`config.mk`:
```
export PLATFORM = sky130hd
export DESIGN_NAME = lua_subset_token_scanner
export DESIGN_NICKNAME = d
export VERILOG_FILES = /design/src/rtl/core/luatok_pkg.sv /design/src/rtl/core/luatok_emit.sv /design/src/rtl/core/lua_subset_token_scanner.sv
export SDC_FILE = /design/constraint.sdc
export NUM_CORES = 1
export LEC_CHECK = 0
export BUFFER_PORTS_ARGS = -buffer_cell sky130_fd_sc_hd__buf_2
export CELL_PAD_IN_SITES_DETAIL_PLACEMENT = 0
export CELL_PAD_IN_SITES_GLOBAL_PLACEMENT = 1
export CORE_ASPECT_RATIO = 1.25
export CORE_UTILIZATION = 47
export DETAILED_ROUTE_END_ITERATION = 10
export PLACE_DENSITY = 0.81
export SLEW_MARGIN = 15
export SYNTH_ARGS = -nofsm -noshare
export SYNTH_HDL_FRONTEND = slang
export SYNTH_SLANG_ARGS = --single-unit
```
`constraint.sdc`:
```
create_clock -name i_clk -period 3.5 [get_ports i_clk]
set_clock_uncertainty 0.05 [all_clocks]
set_input_delay 0.7 -clock i_clk [delete_from_list [all_inputs] [get_ports i_clk]]
set_output_delay 0.7 -clock i_clk [all_outputs]
set_load 0.02 [all_outputs]
```
`src/rtl/core/luatok_pkg.sv`:
```
package luatok_pkg;

    localparam int MaxLevelDefault = 8;

    // Token kinds as they appear on the result channel
    typedef enum logic [2:0] {
        KIND_WORD = 3'd0,
        KIND_NUM  = 3'd1,
        KIND_STR  = 3'd2,
        KIND_CHAR = 3'd3,
        KIND_ERR  = 3'd4
    } t_kind;

    // Scanner modes
    typedef enum logic [2:0] {
        MODE_IDLE,
        MODE_WORD,
        MODE_NUM,
        MODE_QSTR,
        MODE_OPEN,
        MODE_LEVEL,
        MODE_BODY,
        MODE_CLOSE
    } t_mode;

    typedef struct packed {
        t_kind       kind;
        logic [7:0]  ch;
        logic        last;
        logic        empty;
        logic        kw;
    } t_item;

    // Fixed part of the work handed from the scanner to the emitter; the run of
    // pending close characters travels beside it, its width follows the level.
    typedef struct packed {
        logic  has_first;
        t_item first;
        logic  has_second;
        t_item second;
    } t_job;

    localparam logic [7:0] CH_NUL    = 8'h00;
    localparam logic [7:0] CH_SQUOTE = 8'h27;
    localparam logic [7:0] CH_DQUOTE = 8'h22;
    localparam logic [7:0] CH_LBRACK = 8'h5B;
    localparam logic [7:0] CH_RBRACK = 8'h5D;
    localparam logic [7:0] CH_EQ     = 8'h3D;
    localparam logic [7:0] CH_UNDER  = 8'h5F;

    localparam logic [2:0] KW_LEN_DO    = 3'd2;
    localparam logic [2:0] KW_LEN_END   = 3'd3;
    localparam logic [2:0] KW_LEN_WHILE = 3'd5;

    function automatic t_item mk_item(t_kind kind, logic [7:0] ch, logic last,
                                      logic empty, logic kw);
        t_item it;
        it.kind  = kind;
        it.ch    = ch;
        it.last  = last;
        it.empty = empty;
        it.kw    = kw;
        return it;
    endfunction

    function automatic logic is_alpha(logic [7:0] c);
        return (c >= 8'h61 && c <= 8'h7A) || (c >= 8'h41 && c <= 8'h5A);
    endfunction

    function automatic logic is_digit(logic [7:0] c);
        return c >= 8'h30 && c <= 8'h39;
    endfunction

    function automatic logic is_space(logic [7:0] c);
        return c == 8'h20 || (c >= 8'h09 && c <= 8'h0D);
    endfunction

    // Character of keyword idx (0 do, 1 end, 2 while) at pos; zero past its end
    function automatic logic [7:0] kw_char(logic [1:0] idx, logic [2:0] pos);
        logic [7:0] r;
        unique case ({idx, pos})
            {2'd0, 3'd0}: r = 8'h64; // d
            {2'd0, 3'd1}: r = 8'h6F; // o
            {2'd1, 3'd0}: r = 8'h65; // e
            {2'd1, 3'd1}: r = 8'h6E; // n
            {2'd1, 3'd2}: r = 8'h64; // d
            {2'd2, 3'd0}: r = 8'h77; // w
            {2'd2, 3'd1}: r = 8'h68; // h
            {2'd2, 3'd2}: r = 8'h69; // i
            {2'd2, 3'd3}: r = 8'h6C; // l
            {2'd2, 3'd4}: r = 8'h65; // e
            default:      r = 8'h00;
        endcase
        return r;
    endfunction

    function automatic logic [2:0] kw_next_cand(logic [2:0] cand, logic [2:0] pos,
                                                logic [7:0] c);
        logic [2:0] r;
        for (int i = 0; i < 3; i++) begin
            r[i] = cand[i] && (kw_char(2'(i), pos) == c);
        end
        return r;
    endfunction

    function automatic logic kw_match(logic [2:0] cand, logic [2:0] len);
        return (cand[0] && len == KW_LEN_DO) || (cand[1] && len == KW_LEN_END) ||
               (cand[2] && len == KW_LEN_WHILE);
    endfunction

endpackage

```
`src/rtl/core/luatok_emit.sv`:
```
module luatok_emit #(
    parameter int MAX_LEVEL = luatok_pkg::MaxLevelDefault
) (
    input  logic                                i_clk,
    input  logic                                i_rst_n,
    input  logic                                i_load,
    input  luatok_pkg::t_job                    i_job,
    input  logic [$clog2(MAX_LEVEL + 2) - 1:0]  i_run_cnt,
    output logic                                o_job_ready,
    output logic                                o_valid,
    input  logic                                i_ready,
    output luatok_pkg::t_item                   o_item
);
    import luatok_pkg::*;

    localparam int RunW = $clog2(MAX_LEVEL + 2);

    logic            r_has1, n_has1;
    t_item           r_item1;
    logic [RunW-1:0] r_run_cnt, n_run_cnt;
    logic            r_run_first, n_run_first;
    logic            r_has2, n_has2;
    t_item           r_item2;
    logic            r_out_valid;
    t_item           r_out;

    logic  out_free;
    logic  pending;
    logic  single;
    logic  step;
    t_item emit_item;

    assign out_free = !r_out_valid || i_ready;
    assign pending  = r_has1 || (r_run_cnt != '0) || r_has2;
    assign single   = (r_has1 && r_run_cnt == '0 && !r_has2) ||
                      (!r_has1 && r_run_cnt == RunW'(1) && !r_has2) ||
                      (!r_has1 && r_run_cnt == '0 && r_has2);
    assign step     = pending && out_free;

    assign o_job_ready = !pending || (single && out_free);
    assign o_valid     = r_out_valid;
    assign o_item      = r_out;

    // Drain order: first item, the run of close characters, second item
    always_comb begin
        n_has1      = r_has1;
        n_run_cnt   = r_run_cnt;
        n_run_first = r_run_first;
        n_has2      = r_has2;
        emit_item   = r_item2;
        priority if (r_has1) begin
            emit_item = r_item1;
            n_has1    = !step;
        end else if (r_run_cnt != '0) begin
            emit_item = mk_item(KIND_STR, r_run_first ? CH_RBRACK : CH_EQ,
                                1'b0, 1'b0, 1'b0);
            if (step) begin
                n_run_cnt   = r_run_cnt - RunW'(1);
                n_run_first = 1'b0;
            end
        end else begin
            n_has2 = r_has2 && !step;
        end
    end

    always_ff @(posedge i_clk) begin
        if (!i_rst_n) begin
            r_has1      <= 1'b0;
            r_run_cnt   <= '0;
            r_run_first <= 1'b0;
            r_has2      <= 1'b0;
            r_out_valid <= 1'b0;
        end else begin
            if (i_load) begin
                r_has1      <= i_job.has_first;
                r_run_cnt   <= i_run_cnt;
                r_run_first <= 1'b1;
                r_has2      <= i_job.has_second;
            end else begin
                r_has1      <= n_has1;
                r_run_cnt   <= n_run_cnt;
                r_run_first <= n_run_first;
                r_has2      <= n_has2;
            end
            if (out_free) begin
                r_out_valid <= step;
            end
        end
    end

    always_ff @(posedge i_clk) begin
        if (i_load) begin
            r_item1 <= i_job.first;
            r_item2 <= i_job.second;
        end
        if (out_free && step) begin
            r_out <= emit_item;
        end
    end

endmodule

```
`src/rtl/core/lua_subset_token_scanner.sv`:
```
// Lua subset token scanner: one source byte per input transaction, byte 0 ends the
// stream and returns the scanner to its reset state. Each result transaction carries
// one character of a token (word, number, quoted or long-bracket string, or single
// character) with kind, last, empty and keyword flags; errors give a kind 4 item.
// Rate: a byte is taken every cycle while the output side is ready, if each byte
// causes at most one result. A byte that causes more (up to MAX_LEVEL + 2, when a
// long-bracket close fails after its '=' signs) holds the input until only its last
// result is left, as the single emitter register hands out one result per cycle while the
// output is ready. Results go through the job registers, then the output register.
module lua_subset_token_scanner #(
    parameter int MAX_LEVEL = luatok_pkg::MaxLevelDefault
) (
    input  logic       i_clk,
    input  logic       i_rst_n,
    input  logic       i_valid,
    output logic       o_ready,
    input  logic [7:0] i_char_in,
    output logic       o_valid,
    input  logic       i_ready,
    output logic [2:0] o_token_kind,
    output logic [7:0] o_value_char,
    output logic       o_token_last,
    output logic       o_token_empty,
    output logic       o_is_keyword
);
    import luatok_pkg::*;

    localparam int LevW = $clog2(MAX_LEVEL + 1);
    localparam int RunW = $clog2(MAX_LEVEL + 2);

    // Scanner state
    t_mode           r_mode, n_mode;
    logic [7:0]      r_quote, n_quote;
    logic [LevW-1:0] r_level, n_level;
    logic [LevW-1:0] r_cmc, n_cmc;       // '=' signs seen after a possible close
    logic [7:0]      r_held_char, n_held_char;
    logic            r_held_valid, n_held_valid;
    t_kind           r_held_kind, n_held_kind;
    logic [2:0]      r_wl, n_wl;         // word length, saturates at 7
    logic [2:0]      r_cand, n_cand;     // keyword candidates: while, end, do

    logic            accept;
    logic            job_ready;
    t_job            job;
    logic [RunW-1:0] run_cnt;
    logic            scan_idle;
    t_item           flush_item;
    t_item           fin_item;
    t_item           err_item;
    t_item           out_item;
    logic [7:0]      c;

    assign c       = i_char_in;
    assign o_ready = job_ready;
    assign accept  = i_valid && job_ready;

    always_ff @(posedge i_clk) begin
        if (!i_rst_n) begin
            r_mode       <= MODE_IDLE;
            r_quote      <= CH_NUL;
            r_level      <= '0;
            r_cmc        <= '0;
            r_held_char  <= CH_NUL;
            r_held_valid <= 1'b0;
            r_held_kind  <= KIND_WORD;
            r_wl         <= '0;
            r_cand       <= 3'b111;
        end else if (accept) begin
            r_mode       <= n_mode;
            r_quote      <= n_quote;
            r_level      <= n_level;
            r_cmc        <= n_cmc;
            r_held_char  <= n_held_char;
            r_held_valid <= n_held_valid;
            r_held_kind  <= n_held_kind;
            r_wl         <= n_wl;
            r_cand       <= n_cand;
        end
    end

    always_comb begin
        // Held character goes out as a middle character of its token
        flush_item = mk_item(r_held_kind, r_held_char, 1'b0, 1'b0, 1'b0);
        // Closing item: held character marked last, or an empty string marker
        fin_item   = r_held_valid
                   ? mk_item(r_held_kind, r_held_char, 1'b1, 1'b0,
                             (r_held_kind == KIND_WORD) && kw_match(r_cand, r_wl))
                   : mk_item(KIND_STR, CH_NUL, 1'b1, 1'b1, 1'b0);
        err_item   = mk_item(KIND_ERR, CH_NUL, 1'b1, 1'b1, 1'b0);

        n_mode       = r_mode;
        n_quote      = r_quote;
        n_level      = r_level;
        n_cmc        = r_cmc;
        n_held_char  = r_held_char;
        n_held_valid = r_held_valid;
        n_held_kind  = r_held_kind;
        n_wl         = r_wl;
        n_cand       = r_cand;
        job          = '0;
        job.first    = flush_item;
        job.second   = err_item;
        run_cnt      = '0;
        scan_idle    = 1'b0;

        unique case (r_mode)
            MODE_IDLE: begin
                scan_idle = 1'b1;
            end
            MODE_WORD, MODE_NUM: begin
                if ((r_mode == MODE_WORD && (is_alpha(c) || is_digit(c) || c == CH_UNDER))
                    || (r_mode == MODE_NUM && is_digit(c))) begin
                    // Extend the token: release the previous character
                    job.has_first = r_held_valid;
                    n_held_char   = c;
                    n_held_valid  = 1'b1;
                    if (r_mode == MODE_WORD) begin
                        n_cand = kw_next_cand(r_cand, r_wl, c);
                        n_wl   = (r_wl == 3'd7) ? r_wl : r_wl + 3'd1;
                    end
                end else begin
                    job.has_first = 1'b1;
                    job.first     = fin_item;
                    scan_idle     = 1'b1;
                end
            end
            MODE_OPEN: begin
                if (c == CH_EQ) begin
                    n_level = LevW'(1);
                    n_mode  = MODE_LEVEL;
                end else if (c == CH_LBRACK) begin
                    n_level = '0;
                    n_mode  = MODE_BODY;
                end else begin
                    // Lone bracket: a single character token, rescan this byte
                    job.has_first = 1'b1;
                    job.first     = mk_item(KIND_CHAR, CH_LBRACK, 1'b1, 1'b0, 1'b0);
                    scan_idle     = 1'b1;
                end
            end
            MODE_QSTR: begin
                if (c == CH_NUL) begin
                    job.has_first  = r_held_valid;
                    job.has_second = 1'b1;
                end else if (c == r_quote) begin
                    job.has_first = 1'b1;
                    job.first     = fin_item;
                end else begin
                    job.has_first = r_held_valid;
                    n_held_char   = c;
                    n_held_kind   = KIND_STR;
                    n_held_valid  = 1'b1;
                end
            end
            MODE_LEVEL: begin
                if (c == CH_EQ && r_level < LevW'(MAX_LEVEL)) begin
                    n_level = r_level + LevW'(1);
                end else if (c == CH_LBRACK) begin
                    n_mode = MODE_BODY;
                end else begin
                    // Bad opener or level overflow: drop the byte
                    job.has_first  = r_held_valid;
                    job.has_second = 1'b1;
                end
            end
            MODE_BODY: begin
                if (c == CH_NUL) begin
                    job.has_first  = r_held_valid;
                    job.has_second = 1'b1;
                end else if (c == CH_RBRACK) begin
                    n_mode = MODE_CLOSE;
                    n_cmc  = '0;
                end else begin
                    job.has_first = r_held_valid;
                    n_held_char   = c;
                    n_held_kind   = KIND_STR;
                    n_held_valid  = 1'b1;
                end
            end
            MODE_CLOSE: begin
                if (c == CH_NUL) begin
                    job.has_first  = r_held_valid;
                    job.has_second = 1'b1;
                end else if (c == CH_RBRACK && r_cmc == r_level) begin
                    job.has_first = 1'b1;
                    job.first     = fin_item;
                end else if (c == CH_RBRACK) begin
                    // Failed close, new possible close: the last pending char stays held
                    job.has_first = r_held_valid;
                    run_cnt       = RunW'(r_cmc);
                    n_held_char   = (r_cmc == '0) ? CH_RBRACK : CH_EQ;
                    n_held_kind   = KIND_STR;
                    n_held_valid  = 1'b1;
                    n_cmc         = '0;
                end else if (c == CH_EQ && r_cmc < r_level) begin
                    n_cmc = r_cmc + LevW'(1);
                end else begin
                    // Failed close: pending ']' and '=' signs become content
                    job.has_first = r_held_valid;
                    run_cnt       = RunW'(r_cmc) + RunW'(1);
                    n_held_char   = c;
                    n_held_kind   = KIND_STR;
                    n_held_valid  = 1'b1;
                    n_cmc         = '0;
                    n_mode        = MODE_BODY;
                end
            end
        endcase

        // Token finished or error raised: clear the hold and go idle
        if (scan_idle || job.has_second || job.first.last) begin
            n_held_valid = 1'b0;
            n_held_char  = CH_NUL;
            n_held_kind  = KIND_WORD;
            n_mode       = MODE_IDLE;
            n_level      = '0;
            n_cmc        = '0;
        end

        // Start of a new token from idle
        if (scan_idle && c != CH_NUL && !is_space(c)) begin
            if (is_alpha(c) || c == CH_UNDER) begin
                n_mode       = MODE_WORD;
                n_wl         = 3'd1;
                n_cand       = kw_next_cand(3'b111, 3'd0, c);
                n_held_char  = c;
                n_held_kind  = KIND_WORD;
                n_held_valid = 1'b1;
            end else if (is_digit(c)) begin
                n_mode       = MODE_NUM;
                n_held_char  = c;
                n_held_kind  = KIND_NUM;
                n_held_valid = 1'b1;
            end else if (c == CH_SQUOTE || c == CH_DQUOTE) begin
                n_mode  = MODE_QSTR;
                n_quote = c;
            end else if (c == CH_LBRACK) begin
                n_mode = MODE_OPEN;
            end else begin
                job.has_second = 1'b1;
                job.second     = mk_item(KIND_CHAR, c, 1'b1, 1'b0, 1'b0);
            end
        end

        // End of stream: back to the reset state
        if (c == CH_NUL) begin
            n_mode       = MODE_IDLE;
            n_quote      = CH_NUL;
            n_level      = '0;
            n_cmc        = '0;
            n_held_char  = CH_NUL;
            n_held_valid = 1'b0;
            n_held_kind  = KIND_WORD;
            n_wl         = '0;
            n_cand       = 3'b111;
        end
    end

    luatok_emit #(
        .MAX_LEVEL (MAX_LEVEL)
    ) u_emit (
        .i_clk       (i_clk),
        .i_rst_n     (i_rst_n),
        .i_load      (accept),
        .i_job       (job),
        .i_run_cnt   (run_cnt),
        .o_job_ready (job_ready),
        .o_valid     (o_valid),
        .i_ready     (i_ready),
        .o_item      (out_item)
    );

    assign o_token_kind  = out_item.kind;
    assign o_value_char  = out_item.ch;
    assign o_token_last  = out_item.last;
    assign o_token_empty = out_item.empty;
    assign o_is_keyword  = out_item.kw;

endmodule
```
=== After elaboration in Yosys (flattened, before gate mapping) ===
Cells that the tools add are included.

* Bits in registers: 87
* Bits of input ports: 12
* Output and inout bits: 16
* Word-level logic and storage cells: 310

* Add/sub/neg operators: 4
* Order comparisons: 10
* Equal/unequal tests: 37
* Multiplexer cells: 154
* Bitwise logic cells: 1
* Reduce and logical (&&, ||, !) cells: 75

{| class="wikitable"
|+ Operator list
! kind !! count
|-
| $mux 8 || 31
|-
| $mux 14 || 8
|-
| $mux 3 || 37
|-
| $mux 15 || 7
|-
| $mux 4 || 20
|-
| $eq 8x8->1 || 7
|-
| $pmux 14 s4 || 1
|-
| $mux 1 || 36
|-
| $pmux 7 s5 || 1
|-
| $eq 8x6->1 const B || 4
|-
| $pmux 8 s4 || 1
|-
| $logic_and 1x1->1 || 29
|-
| $eq 8x7->1 const B || 3
|-
| $eq 3x3->1 const B || 7
|-
| $pmux 7 s3 || 1
|-
| $logic_or 1x1->1 || 17
|-
| $ge 8x7->1 const B || 2
|-
| $le 8x7->1 const B || 2
|-
| $pmux 4 s2 || 2
|-
| $mux 7 || 2
|-
| $pmux 7 s2 || 1
|-
| $eq 3x2->1 const B || 4
|-
| $ne 4x4->1 const B || 3
|-
| $pmux 3 s4 || 1
|-
| other kinds (35) || 54
|}

=== Longest topological paths before layout ===
* Depth in word-level cells: 18
* Gate-level depth with buffers: 11
* Mapped depth without buffers: 10

=== Hierarchy ===
Synthesis repeated with hierarchy kept, for this count alone.

* Cell total of the unflattened synthesis: 632
* Area, all modules: 5396.4 um^2

{| class="wikitable"
|+ By module, submodules not included
! module !! times used !! cells each !! area each (um^2) !! sequential area each (um^2)
|-
| lua_subset_token_scanner || 1 || 495 || 3463.3 || 740.7
|-
| luatok_emit || 1 || 137 || 1933.1 || 1421.4
|}

=== Least setup slack after synthesis ===
No wires, ideal clock.

* Path type: register to register
* Start point: reg u_emit.r_run_cnt[0]
* End point: reg r_held_valid
* Library setup time: 0.116 ns
* Data arrival time: 2.811 ns
* Data required time: 3.334 ns
* Path slack: 0.523 ns
* Stages on the path, launching flop included: 11
* Path buffers: 2
* Clock period less this slack: 2.977 ns
* Cells stage by stage: dfxtp_1 > inv_1 > ha_1 > nor3b_2 > and4_1 > a21oi_1 > inv_1 > buf_2 > buf_1 > o211ai_1 > o211a_1

* Word-level cells in the longest chain between the ends: 8
* Elaborated cells between the ends (all ways): 17
* Classes of those cells: eq/ne: 1; reduce/logical: 16

{| class="wikitable"
|+ Ends and longest elaborated chain
! item !! RTL line !! source
|-
| start, declared || luatok_emit.sv:20 || <nowiki>logic [RunW-1:0] r_run_cnt, n_run_cnt;</nowiki>
|-
| start signal, assigned || luatok_emit.sv:76 || <nowiki>r_run_cnt <= i_run_cnt;</nowiki>
|-
| start signal, assigned || luatok_emit.sv:81 || <nowiki>r_run_cnt <= n_run_cnt;</nowiki>
|-
| $eq 4x1->1 / $logic_not 4->1 (equally long branches) || luatok_emit.sv:36, luatok_emit.sv:35, luatok_emit.sv:37 ||
|-
| $logic_and 1x1->1 (on tied branches) (2 in a row) || luatok_emit.sv:36, luatok_emit.sv:35 ||
|-
| $logic_or 1x1->1 || luatok_emit.sv:35 || <nowiki>assign single = (r_has1 && r_run_cnt == '0 && !r_has2) ||</nowiki>
|-
| $logic_or 1x1->1 || luatok_emit.sv:36 || <nowiki>(!r_has1 && r_run_cnt == RunW'(1) && !r_has2) ||</nowiki>
|-
| $logic_and 1x1->1 || luatok_emit.sv:40 || <nowiki>assign o_job_ready = !pending || (single && out_free);</nowiki>
|-
| $logic_or 1x1->1 * || luatok_emit.sv:40 ||
|-
| $logic_and 1x1->1 * || lua_subset_token_scanner.sv:55 || <nowiki>assign accept = i_valid && job_ready;</nowiki>
|-
| named net accept || lua_subset_token_scanner.sv:42 || <nowiki>logic accept;</nowiki>
|-
| end signal, assigned || lua_subset_token_scanner.sv:74 || <nowiki>r_held_valid <= n_held_valid;</nowiki>
|-
| end, declared || lua_subset_token_scanner.sv:37 || <nowiki>logic r_held_valid, n_held_valid;</nowiki>
|}

The timed path passes the listed nets; every way through them passes the cells marked *.
A chain may end at the register's enable or synchronous reset.

=== Worst setup path after layout ===
* Start point: in i_char_in[7]
* End point: reg r_held_char[3]

* Word-level cells in the longest chain between the ends: 16
* Elaborated cells between the ends (all ways): 63
* Classes of those cells: order compare: 8; eq/ne: 6; mux: 27; reduce/logical: 22

{| class="wikitable"
|+ Ends and longest elaborated chain
! item !! RTL line !! source
|-
| start, declared || lua_subset_token_scanner.sv:17 || <nowiki>input logic [7:0] i_char_in,</nowiki>
|-
| $ge 8x7->1 / $le 8x7->1 (equally long branches) || luatok_pkg.sv:67 || <nowiki>return (c >= 8'h61 && c <= 8'h7A) || (c >= 8'h41 && c <= 8'h5A);</nowiki>
|-
| $logic_and 1x1->1 || luatok_pkg.sv:67 ||
|-
| $logic_or 1x1->1 || luatok_pkg.sv:67 ||
|-
| $logic_or 1x1->1 (2 in a row) || lua_subset_token_scanner.sv:111 || <nowiki>if ((r_mode == MODE_WORD && (is_alpha(c) || is_digit(c) || c == CH_UNDER))</nowiki>
|-
| $logic_and 1x1->1 || lua_subset_token_scanner.sv:111 ||
|-
| $logic_or 1x1->1 || lua_subset_token_scanner.sv:112 || <nowiki>|| (r_mode == MODE_NUM && is_digit(c))) begin</nowiki>
|-
| $mux 1 || lua_subset_token_scanner.sv:111 ||
|-
| $pmux 1 s3 || lua_subset_token_scanner.sv:106 || <nowiki>unique case (r_mode)</nowiki>
|-
| $logic_or 1x1->1 (2 in a row) || lua_subset_token_scanner.sv:211 || <nowiki>if (scan_idle || job.has_second || job.first.last) begin</nowiki>
|-
| $mux 8 || lua_subset_token_scanner.sv:211 ||
|-
| $mux 8 || lua_subset_token_scanner.sv:229 || <nowiki>end else if (is_digit(c)) begin</nowiki>
|-
| $mux 8 || lua_subset_token_scanner.sv:222 || <nowiki>if (is_alpha(c) || c == CH_UNDER) begin</nowiki>
|-
| $mux 8 || lua_subset_token_scanner.sv:221 || <nowiki>if (scan_idle && c != CH_NUL && !is_space(c)) begin</nowiki>
|-
| $mux 8 * || lua_subset_token_scanner.sv:246 || <nowiki>if (c == CH_NUL) begin</nowiki>
|-
| end signal, assigned || lua_subset_token_scanner.sv:73 || <nowiki>r_held_char <= n_held_char;</nowiki>
|-
| end, declared || lua_subset_token_scanner.sv:36 || <nowiki>logic [7:0] r_held_char, n_held_char;</nowiki>
|}

Mark *: on every way between the ends. The rest lies on a longest branch, timed or not.

==> results.txt <==
Worst setup margin: 0.724 ns
Total iterations of the first detailed-routing run: 7
Worst-path fanout max: 9
Clock sink total: 83
Post-synth EDFFs: 38
Ports: 28
Status: finished clean
Vias in the first global route: 4,899
PwrDens: 669 mW/mm^2
Least-Margin Pin Slew: 0.863 ns
Synthesized area: 0.00520 mm^2
Slew headroom: 0.419
GRT Util Overall: 0.277
Clock buffer depth: 2
Initial Util: 0.488
Final Cycle Share: 0.793
Yosys top cell by area: edfxtp_1
Final nets: 684
Yosys cell types: 78
RSZ-0062 raised after global routing: no
Cts hold-fix bufs: 0
Mapped Nets: 652
CORE AREA: 0.0107 mm^2
CP endpoint kind: flop
CTS Root Cell: clkbuf_16
Most common cell after layout, fill and taps aside: nand2_1
Top cells by area, synth: edfxtp_1 (22%), dfxtp_1 (17%), nand2_1 (4.9%)
Iteration-0 DRC Markers: 335
Die height: 120 um
GRT Residual Overflow: 0
Clock transition at path regs: 0.07 ns
Synth Instances: 627
Commonest cells after routing, fill and taps aside: nand2_1 (68), nor2_1 (54), a21oi_1 (45), dfxtp_1 (45), o21ai_0 (44)
Overall routed net length: 14,800 um
CTS tree: done
Number of buffers created by CTS: 9
Top FF cell, synth: dfxtp_1
First-pass GRT wire length: 24,200 um
Fraction of final layout cells sized beyond drive strength 1: 0.149
Worst Hold Class: reg2reg
Slowest CP cell: a311o_1
Leakage Power: 2.20 nW
Antenna violations before repair: 0
Vias: 4,863
Setup bufs post-CTS: 0
Mean Syn Cell Area: 8.30 um^2
Post-synthesis register bit count: 83
Crit-path cells: buf_2 > xor2_1 > nor4_1 > nand4_1 > a311o_1 > buf_4 > and3_1 > o21ai_1 > o22ai_1
Synth warn: 0
Number of core rows: 42
Largest net degree at the start of global routing: 44
DRT antenna net count: 0
Min Tclk post-route: 2.78 ns
Setup violators final: 0
Share of the synthesized area in the top cell type: 0.219
H-tree levels: 3
Worst-skew pair later-pin latency: 0.35 ns
Sequential area share after synthesis: 0.392
Total chip power: 0.00394 W
Max incr delay on CP: 0.47 ns
Final Hold Viols: 0
Die Wd: 96.1 um
TNS Setup: 0 ns
WP data required: 3.67 ns
Place WS: 0.427 ns
Inserted Diodes: 0
Max Slew Vio Count: 0
Crit path launch type: input pin
Critical path class: in2reg
Asr flop ratio synth: 0
Detailed-route DRC error count: 0
Crit path DAT: 2.95 ns
Max-Cap Viols: 0
Layout Area Growth over Synthesis: 13.2%
Post-CTS resize count: 0
Port-buffer cells: 27
Hpwl dp: 11,000 um
Routability cong.: 0.992
Vias per inst: 6.11
Die Area: 0.0115 mm^2
Fmax: 0.360 GHz
WL per Instance: 18.6 um
Worst VDD drop: 0.354 mV
==> registers in the layout, indices dropped and copies added, names as in the netlist, 4 cells and up <==
name              flops
r_held_char           8
u_emit.r_run_cnt      4
r_cmc                 4
u_emit.r_item1       14
u_emit.r_item2       10
r_quote               8
r_level               4
u_emit.o_item        14
==> logic make-up (layout without fill, tap and decap cells) <==
family / count (synthesis) / count (layout) / synth area share
muxes: 4 / 4 / 0.00842
buffers and inverters: 72 / 109 / 0.0577
xor gates and xnor gates: 14 / 14 / 0.0236
AOI/OAI and AO/OA: 184 / 184 / 0.235
and+or+nand+nor: 257 / 257 / 0.251
DFF: 83 / 83 / 0.392
adders and majority gates: 13 / 13 / 0.0313
==> final timing paths <==
path                               startpoint                           to  slack (ns)  cells past startpoint
setup reg to reg       r_mode[1]$_SDFFE_PN0P_      r_level[2]$_SDFFE_PN0P_        0.86                      9
hold reg to reg   r_held_kind[2]$_SDFFE_PN0P_  r_held_kind[2]$_SDFFE_PN0P_        0.41                      2
setup / recovery                 i_char_in[7]  r_held_char[3]$_SDFFE_PN0P_        0.72                      9
hold / removal    r_held_kind[2]$_SDFFE_PN0P_  r_held_kind[2]$_SDFFE_PN0P_        0.41                      2
==> worst max-delay path, delay by kind of cell <==
kind                      cells  cell delay [ns]
xor gates and xnor gates      1             0.16
AOI/OAI and AO/OA             3             0.94
and+or+nand+nor               3             0.78
buffers and inverters         2             0.36
==> metrics by stage <==
stage	std cells	util	area, um^2	hold slack [ns]
CTS	796	0.552	5890	0.406
global route	796	0.552	5890	0.455
finish	796	0.552	5890	0.410
global placement	780	0.525	5600	0.391
floorplan	627	-	5200	0.374
detailed placement	780	0.525	5600	0.398
==> area by class of cell <==
cell class	count	area [um^2]
tap	132	165
sequential	83	2040
clock buffer	9	225
clock inverter	7	71.3
inverter	32	120
fill	991	4780
timing repair buffer	61	403
multi-input combinational	472	2870
==> layer usage <==
metal / up-vias / wire, um / share of wire / GRT usage
met5: - / 0 / 0 / 0
met4: 0 / 665 / 0.045 / 0.148
met3: 63 / 1070 / 0.072 / 0.0526
met2: 248 / 7050 / 0.48 / 0.451
met1: 2201 / 6040 / 0.41 / 0.339
li1: 2351 / - / - / -
==> power breakdown <==
| group | leakage (nW) | total (W) | internal (W) | switching (W) |
|---|---|---|---|---|
| Clock | 0.139 | 0.000942 | 0.000501 | 0.000442 |
| Combinational | 1.32 | 0.00150 | 0.000513 | 0.000982 |
| Sequential | 0.737 | 0.00151 | 0.00140 | 0.000108 |
| Total | 2.20 | 0.00394 | 0.00241 | 0.00153 |
==> cells in the mapped netlist (4+ instances only) <==
| cell | number |
|---|---|
| a2111oi_0 | 4 |
| o31ai_1 | 5 |
| o21ai_0 | 44 |
| clkbuf_1 | 18 |
| o21a_1 | 4 |
| a31oi_1 | 5 |
| inv_1 | 31 |
| nor3_1 | 17 |
| nand2_1 | 68 |
| buf_1 | 7 |
| a21o_1 | 4 |
| nor2_1 | 54 |
| ha_1 | 13 |
| and2_1 | 17 |
| buf_2 | 12 |
| nand3_1 | 33 |
| or3_1 | 5 |
| a22oi_1 | 8 |
| and3_1 | 9 |
| o211ai_1 | 6 |
| dfxtp_1 | 45 |
| nand2b_1 | 7 |
| a21boi_0 | 9 |
| o22ai_1 | 7 |
| nor2b_1 | 7 |
| a21oi_1 | 46 |
| o221ai_1 | 4 |
| edfxtp_1 | 38 |
| xor2_1 | 9 |
| xnor2_1 | 5 |
| nor4_1 | 9 |
| nand4_1 | 9 |
Note: power is estimated with default switching activity, not from simulation.
